File: src/des_pkg.sv
// Shared constants and types for the delta escape sample decoder.
package des_pkg;

  localparam int unsigned BYTE_BITS     = 8;
  localparam int unsigned SAMPLE_BITS   = 2 * BYTE_BITS;
  localparam int unsigned COUNT_BITS    = 16;
  localparam logic [BYTE_BITS-1:0] ESCAPE_BYTE = 8'h80;
  localparam logic [COUNT_BITS-1:0] CAPACITY_RESET = 16'd256;

  typedef struct packed {
    logic signed [SAMPLE_BITS-1:0] sample;
    logic                          sample_valid;
    logic                          packet_done;
    logic [COUNT_BITS-1:0]         sample_count;
  } result_t;

endpackage

File: src/des_if.sv
// Valid/ready channel interfaces for bytes in, results out and the capacity register.
interface des_in_if;
  logic       valid;
  logic       ready;
  logic [7:0] data_byte;
  logic       last_byte;

  modport source (output valid, output data_byte, output last_byte, input ready);
  modport sink (input valid, input data_byte, input last_byte, output ready);
endinterface

interface des_out_if;
  logic               valid;
  logic               ready;
  logic signed [15:0] sample;
  logic               sample_valid;
  logic               packet_done;
  logic [15:0]        sample_count;

  modport source (output valid, output sample, output sample_valid, output packet_done,
                  output sample_count, input ready);
  modport sink (input valid, input sample, input sample_valid, input packet_done,
                input sample_count, output ready);
endinterface

interface des_cfg_if;
  logic        valid;
  logic        ready;
  logic [15:0] capacity;

  modport source (output valid, output capacity, input ready);
  modport sink (input valid, input capacity, output ready);
endinterface

File: src/des_decode.sv
// Input byte register, packet decode state and the per-byte decode logic.
module des_decode (
  input  logic                  clk,
  input  logic                  rst,
  des_in_if.sink                in_ch,
  des_cfg_if.sink               cfg,
  input  logic                  q_ready,
  output logic                  res_valid,
  output des_pkg::result_t      res
);
  import des_pkg::*;

  typedef enum logic [2:0] {
    PH_FIRST_HI,
    PH_FIRST_LO,
    PH_DELTA,
    PH_ESC_HI,
    PH_ESC_LO
  } phase_t;

  // input register
  logic                   byte_valid;
  logic [BYTE_BITS-1:0]   byte_reg;
  logic                   last_reg;

  // packet state
  phase_t                 phase, phase_next;
  logic [SAMPLE_BITS-1:0] previous_sample;
  logic [BYTE_BITS-1:0]   held_high_byte, held_high_byte_next;
  logic [COUNT_BITS-1:0]  decoded_count, decoded_count_next;
  logic [COUNT_BITS-1:0]  capacity;

  logic                   got;
  logic [SAMPLE_BITS-1:0] s;
  logic                   emit;
  logic                   fire;

  always_comb begin
    got                 = 1'b0;
    s                   = previous_sample;
    phase_next          = phase;
    held_high_byte_next = held_high_byte;
    if (decoded_count < capacity) begin
      unique case (phase)
        PH_FIRST_HI: begin
          held_high_byte_next = byte_reg;
          phase_next          = PH_FIRST_LO;
        end
        PH_FIRST_LO: begin
          s          = {held_high_byte, byte_reg};
          got        = 1'b1;
          phase_next = PH_DELTA;
        end
        PH_DELTA: begin
          if (byte_reg == ESCAPE_BYTE) begin
            phase_next = PH_ESC_HI;
          end else begin
            s   = previous_sample + {{BYTE_BITS{byte_reg[BYTE_BITS-1]}}, byte_reg};
            got = 1'b1;
          end
        end
        PH_ESC_HI: begin
          held_high_byte_next = byte_reg;
          phase_next          = PH_ESC_LO;
        end
        PH_ESC_LO: begin
          s          = {held_high_byte, byte_reg};
          got        = 1'b1;
          phase_next = PH_DELTA;
        end
        default: begin
          phase_next = phase;
        end
      endcase
    end
    decoded_count_next = got ? decoded_count + 1'b1 : decoded_count;
  end

  assign emit      = got | last_reg;
  assign fire      = byte_valid & (~emit | q_ready);
  assign res_valid = byte_valid & emit & q_ready;

  assign res.sample       = got ? $signed(s) : '0;
  assign res.sample_valid = got;
  assign res.packet_done  = last_reg;
  assign res.sample_count = decoded_count_next;

  assign in_ch.ready = ~byte_valid | fire;
  assign cfg.ready   = 1'b1;

  always_ff @(posedge clk) begin
    if (rst) begin
      byte_valid      <= 1'b0;
      phase           <= PH_FIRST_HI;
      previous_sample <= '0;
      held_high_byte  <= '0;
      decoded_count   <= '0;
      capacity        <= CAPACITY_RESET;
    end else begin
      if (cfg.valid) begin
        capacity <= cfg.capacity;
      end
      if (in_ch.valid && in_ch.ready) begin
        byte_valid <= 1'b1;
      end else if (fire) begin
        byte_valid <= 1'b0;
      end
      if (fire) begin
        if (last_reg) begin
          phase           <= PH_FIRST_HI;
          previous_sample <= '0;
          held_high_byte  <= '0;
          decoded_count   <= '0;
        end else begin
          phase          <= phase_next;
          held_high_byte <= held_high_byte_next;
          decoded_count  <= decoded_count_next;
          if (got) begin
            previous_sample <= s;
          end
        end
      end
    end
  end

  always_ff @(posedge clk) begin
    if (in_ch.valid && in_ch.ready) begin
      byte_reg <= in_ch.data_byte;
      last_reg <= in_ch.last_byte;
    end
  end

endmodule

File: src/des_out_q.sv
// Two-entry result queue that decouples the decoder from the output stall.
module des_out_q (
  input  logic             clk,
  input  logic             rst,
  input  logic             res_valid,
  input  des_pkg::result_t res,
  output logic             q_ready,
  des_out_if.source        out_ch
);
  import des_pkg::*;

  result_t     mem [2];
  logic        wr_ptr;
  logic        rd_ptr;
  logic [1:0]  fill;
  logic        push;
  logic        pop;

  assign q_ready = (fill != 2'd2);
  assign push    = res_valid;
  assign pop     = out_ch.valid & out_ch.ready;

  assign out_ch.valid        = (fill != 2'd0);
  assign out_ch.sample       = mem[rd_ptr].sample;
  assign out_ch.sample_valid = mem[rd_ptr].sample_valid;
  assign out_ch.packet_done  = mem[rd_ptr].packet_done;
  assign out_ch.sample_count = mem[rd_ptr].sample_count;

  always_ff @(posedge clk) begin
    if (rst) begin
      wr_ptr <= 1'b0;
      rd_ptr <= 1'b0;
      fill   <= 2'd0;
    end else begin
      if (push) begin
        wr_ptr <= ~wr_ptr;
      end
      if (pop) begin
        rd_ptr <= ~rd_ptr;
      end
      if (push && !pop) begin
        fill <= fill + 2'd1;
      end else if (pop && !push) begin
        fill <= fill - 2'd1;
      end
    end
  end

  always_ff @(posedge clk) begin
    if (push) begin
      mem[wr_ptr] <= res;
    end
  end

endmodule

File: src/delta_escape_sample_decoder.sv
// Top level of the delta escape sample decoder: byte register, decoder and result queue.
// An accepted byte is held in the byte register and decoded, and its result, if any, is
// written into a queue entry, from which out_ch presents it.
// Throughput: one byte per cycle if the queue has room, bound by the decode add and select.
// The two-entry queue keeps input ready combinationally independent of out_ch.ready.
// Reset (rst, synchronous, active high): capacity returns to 256, packet state to the
// first high byte with sample, held byte and count zero, and both channels empty.
module delta_escape_sample_decoder (
  input  logic      clk,
  input  logic      rst,
  des_in_if.sink    in_ch,
  des_cfg_if.sink   cfg,
  des_out_if.source out_ch
);
  import des_pkg::*;

  // decode stage request into the queue
  logic    res_valid;
  result_t res;
  logic    q_ready;

  // Register each byte, decode it against the packet state, and advance the state only
  // when the result (if any) has room in the queue.
  des_decode u_decode (
    .clk       (clk),
    .rst       (rst),
    .in_ch     (in_ch),
    .cfg       (cfg),
    .q_ready   (q_ready),
    .res_valid (res_valid),
    .res       (res)
  );

  // Hold up to two results while the consumer stalls; the full flag is registered state.
  des_out_q u_out_q (
    .clk       (clk),
    .rst       (rst),
    .res_valid (res_valid),
    .res       (res),
    .q_ready   (q_ready),
    .out_ch    (out_ch)
  );

endmodule
File: src/flat_wrapper.sv
// flat-port wrapper written by rule: the top's interface ports become plain ports
module delta_escape_sample_decoder_flat import des_pkg::*;
  (clk, rst, in_ch_valid, in_ch_data_byte, in_ch_last_byte, in_ch_ready, cfg_valid, cfg_capacity, cfg_ready, out_ch_valid, out_ch_sample, out_ch_sample_valid, out_ch_packet_done, out_ch_sample_count, out_ch_ready);
  des_in_if in_ch_i ();
  des_cfg_if cfg_i ();
  des_out_if out_ch_i ();
  input  logic clk;
  input  logic rst;
  input wire logic [$bits(in_ch_i.valid)-1:0] in_ch_valid;
  input wire logic [$bits(in_ch_i.data_byte)-1:0] in_ch_data_byte;
  input wire logic [$bits(in_ch_i.last_byte)-1:0] in_ch_last_byte;
  output wire logic [$bits(in_ch_i.ready)-1:0] in_ch_ready;
  input wire logic [$bits(cfg_i.valid)-1:0] cfg_valid;
  input wire logic [$bits(cfg_i.capacity)-1:0] cfg_capacity;
  output wire logic [$bits(cfg_i.ready)-1:0] cfg_ready;
  output wire logic [$bits(out_ch_i.valid)-1:0] out_ch_valid;
  output wire logic [$bits(out_ch_i.sample)-1:0] out_ch_sample;
  output wire logic [$bits(out_ch_i.sample_valid)-1:0] out_ch_sample_valid;
  output wire logic [$bits(out_ch_i.packet_done)-1:0] out_ch_packet_done;
  output wire logic [$bits(out_ch_i.sample_count)-1:0] out_ch_sample_count;
  input wire logic [$bits(out_ch_i.ready)-1:0] out_ch_ready;
  assign in_ch_i.valid = in_ch_valid;
  assign in_ch_i.data_byte = in_ch_data_byte;
  assign in_ch_i.last_byte = in_ch_last_byte;
  assign in_ch_ready = in_ch_i.ready;
  assign cfg_i.valid = cfg_valid;
  assign cfg_i.capacity = cfg_capacity;
  assign cfg_ready = cfg_i.ready;
  assign out_ch_valid = out_ch_i.valid;
  assign out_ch_sample = out_ch_i.sample;
  assign out_ch_sample_valid = out_ch_i.sample_valid;
  assign out_ch_packet_done = out_ch_i.packet_done;
  assign out_ch_sample_count = out_ch_i.sample_count;
  assign out_ch_i.ready = out_ch_ready;
  delta_escape_sample_decoder u_core (.clk(clk), .rst(rst), .in_ch(in_ch_i), .cfg(cfg_i), .out_ch(out_ch_i));
endmodule
File: config.mk
export PLATFORM = sky130hd
export DESIGN_NAME = delta_escape_sample_decoder_flat
export DESIGN_NICKNAME = d
export VERILOG_FILES = /design/src/des_pkg.sv /design/src/des_if.sv /design/src/des_decode.sv /design/src/des_out_q.sv /design/src/delta_escape_sample_decoder.sv /design/src/flat_wrapper.sv
export SDC_FILE = /design/constraint.sdc
export NUM_CORES = 1
export LEC_CHECK = 0
export ABC_AREA = 1
export BUFFER_PORTS_ARGS = -buffer_cell sky130_fd_sc_hd__buf_2
export CORE_ASPECT_RATIO = 1.4
export CORE_MARGIN = 2
export CORE_UTILIZATION = 50
export DETAILED_ROUTE_END_ITERATION = 16
export PLACE_DENSITY_LB_ADDON = 0.08
export SYNTH_ARGS = -nofsm -noshare
export SYNTH_HDL_FRONTEND = slang
export SYNTH_SLANG_ARGS = --single-unit
File: constraint.sdc
create_clock -name clk -period 3.6 [get_ports clk]
set_input_delay 0 -clock clk [delete_from_list [all_inputs] [get_ports clk]]
set_output_delay 0 -clock clk [all_outputs]
set_load 0.02 [all_outputs]
==> impl_metrics.ini <==
[final_layout]
layout_commonest_cell = nand2_1
final_cell_mix = nand2_1 (314), inv_1 (123), a21oi_1 (89), edfxtp_1 (77), nor2_1 (67)
fin_area_sq_mm = 0.009326
largest_reg_flops = 68
area_growth_pct = 16.85
drive_gt1_frac = 0.1528
largest-register = u_core.u_out_q.mem
fillCellCount = 1489
antenna_cells = 0
nNetsFinal = 1157

[die]
fp.dieH_um = 153.5
num_rows = 54
start_util = 0.5114
io_pins = 67
die-area_sq_mm = 0.01700
die-width_um = 110.8
coreArea_sq_mm = 0.01561

[route]
drt_wl_total_um = 20280
num_vias = 6755
wire_per_inst_um = 15.58
drc = 0
drt_iter0_drc = 362
via_per_inst = 5.188
first_pass_iters = 7
ant_nets = 0

[sta]
clock_skew_ns = 0.01342
slew_violations = 0
rsz0062_at_grt = false
fmax_mhz = 361.4
maxSlewHeadroom = 0.5280
finalSetupViolCount = 0
min_period_ns = 2.767
hold_viol_final = 0
fin_crit_sh = 0.7685
fin_setup_tns_ns = 0
worst_slew_pin_slew_ns = 0.7072

[worst_setup_path]
r2r-start = u_core.u_decode.byte_reg[7]
start_kind = register
ff2ff_path_depth = 11
cp_max_fo = 34
critPathKind = register to register
worstPathRequired_ns = 3.67
crit_buf_inv = 2
cp.arrival_ns = 2.84
slowest_stage = edfxtp_1
r2r_slack_ns = 0.83
crit_family = simple AND/OR/NAND/NOR gates
max_stage_delay_ns = 0.57
rr_endpoint = u_core.u_out_q.mem[0][5]
crit_path_cell_trace = nand2_1 > nor2_1 > nand2_2 > nand2_2 > nand2_4 > nand3_4 > nand2_4 > nand3_2 > buf_4 > nor2_2 > buf_4
worst_setup_path_end_kind = register

[global_route]
grt_max_degree = 45
grt_pass1_wl_um = 32500
grt.overflow.total = 0
grt_antenna_before_repair = 0
grt_pass1_vias = 6715
grtUsageTotal = 0.2451

[clock_tree]
path_clk_slew_ns = 0.06
ctsRootBufferMaster = clkbuf_16
clockBufferDepth = 2
cts_buffers = 17
cts-resized-gates = 0
clk_latency_ns = 0.43
cts_tree = built
htree_levels = 4
cts.sink_count = 142

[logic_synthesis]
yosys.area_share.simple = 0.2593
syn-instance-count = 1006
synthTopCellsByArea = edfxtp_1 (29%), dfxtp_1 (16%), nand2_1 (15%)
synthMuxAreaShare = 0.04797
synth_top_area_frac = 0.2897
ys_seq_area_frac = 0.4527
synth_area_sq_mm = 0.007981
ys_warn_count = 0
synth_cell_types = 37
synth_compound_area_frac = 0.08152
syn_nets = 1069
synth-xor-area-share = 0.01646
synth_top_family_by_area = simple AND/OR/NAND/NOR gates
synth-seq-cells = 142
yosysTopAreaCell = edfxtp_1
synthAdderAreaFrac = 0.05267
syn_area_per_cell_sq_um = 7.934

[worst_hold_path]
hp-start = rst
hold_path_end = u_core.u_decode.previous_sample[15]
hp-class = input port to register
hold_depth = 3

[power]
p_leak_nw = 4.149
vdd_drop_max_v = 0.0003732
p_per_area_mw_per_mm2 = 516.8

[run]
cap_violations = 0

[place]
postPlaceCellArea_sq_mm = 0.008443
dp_hpwl_um = 14540
gp_congestion = 0.9320
port-buffer-count = 65

[run_status]
run_status = completed
## metrics by stage
stage / total power [mW] / setup slack (ns) / hold slack, ns / utilization / std cells
after global routing: 5.049 / 0.6215 / 0.1730 / 0.5976 / 1302
after detailed placement: 3.091 / 0.8323 / 0.1791 / 0.5410 / 1241
after CTS: 4.850 / 0.8255 / 0.1466 / 0.5976 / 1302
after floorplan: 2.771 / 0.005658 / 0.09887 / - / 1006
after global placement: 3.074 / 0.8735 / 0.1770 / 0.5410 / 1241
final: 4.819 / 0.8332 / 0.1543 / 0.5976 / 1302
## repair_timing
item                      4_1_cts  5_1_grt
setup buffers                   0        0
hold buffers                   30        0
hold endpoints to repair       28        0
## cell families (layout without fill, tap and decap cells)
group,after synthesis,after routing
xor gates and xnor gates,15,15
and+or+nand+nor,484,484
adders and majority gates,33,33
other,1,1
AOI/OAI and AO/OA,127,127
buffers and inverters,170,270
DFF,142,142
muxes,34,34
## report_power, final
part | total (mW) | leakage, nW | internal [mW] | switching (mW)
combinational | 1.16 | 2.61 | 0.391 | 0.771
sequential | 1.91 | 1.26 | 1.86 | 0.0540
clock | 1.75 | 0.278 | 1.03 | 0.714
## cell type report
type | instances | area, sq um | area share
clock buffer | 18 | 429.2 | 0.04602
clock inverter | 13 | 153.9 | 0.01650
sequential | 142 | 3613 | 0.3874
inverter | 133 | 504.2 | 0.05407
timing repair buffer | 106 | 708.2 | 0.07593
tap | 196 | 245.2 | 0.02629
multi-input combinational | 694 | 3672 | 0.3937
## synthesized netlist by cell type (all sizes together)
library cell	number
nor3	10
nor2	70
xnor2	1
nor4	1
ha	32
o21ai	30
nand3	41
nand2	321
xor2	14
edfxtp	77
conb	1
inv	133
dfxtp	65
clkbuf	18
a22oi	1
o22ai	3
nand3b	3
o2111ai	1
buf	19
o21a	2
a21oi	90
fa	1
and2	3
mux2	34
nand4	32
or2	3
## worst register-to-register path: stages (launching register included)
cell      delay [ns]
edfxtp_1        0.57
nand2_1         0.14
nor2_1          0.06
nand2_2         0.15
nand2_2         0.20
nand2_4         0.26
nand3_4         0.11
nand2_4         0.09
nand3_2         0.07
buf_4           0.24
nor2_2          0.10
buf_4           0.41
## layer usage
layer	global-route usage	vias up	part of all wire
met2	0.4885	125	0.57
met1	0.2354	3107	0.37
met4	0.1262	0	0.044
li1	-	3468	-
met3	0.04375	55	0.024
met5	0	-	0
## worst max-delay path by stage
| stage | from | cells after the start | to | slack [ns] |
|---|---|---|---|---|
| after floorplan | u_core.u_decode.decoded_count[11] | 9 | u_core.u_out_q.mem[0][0] | 0.006 |
| after global placement | u_core.u_decode.byte_reg[7] | 11 | u_core.u_out_q.mem[0][29] | 0.87 |
| after detailed placement | u_core.u_decode.byte_reg[7] | 11 | u_core.u_out_q.mem[0][29] | 0.83 |
| after CTS | u_core.u_decode.byte_reg[7] | 11 | u_core.u_out_q.mem[0][24] | 0.83 |
| after global routing | u_core.u_decode.byte_reg[7] | 11 | u_core.u_out_q.mem[0][0] | 0.62 |
| final | u_core.u_decode.byte_reg[7] | 11 | u_core.u_out_q.mem[0][5] | 0.83 |
Power figures use the tool's default switching activity.
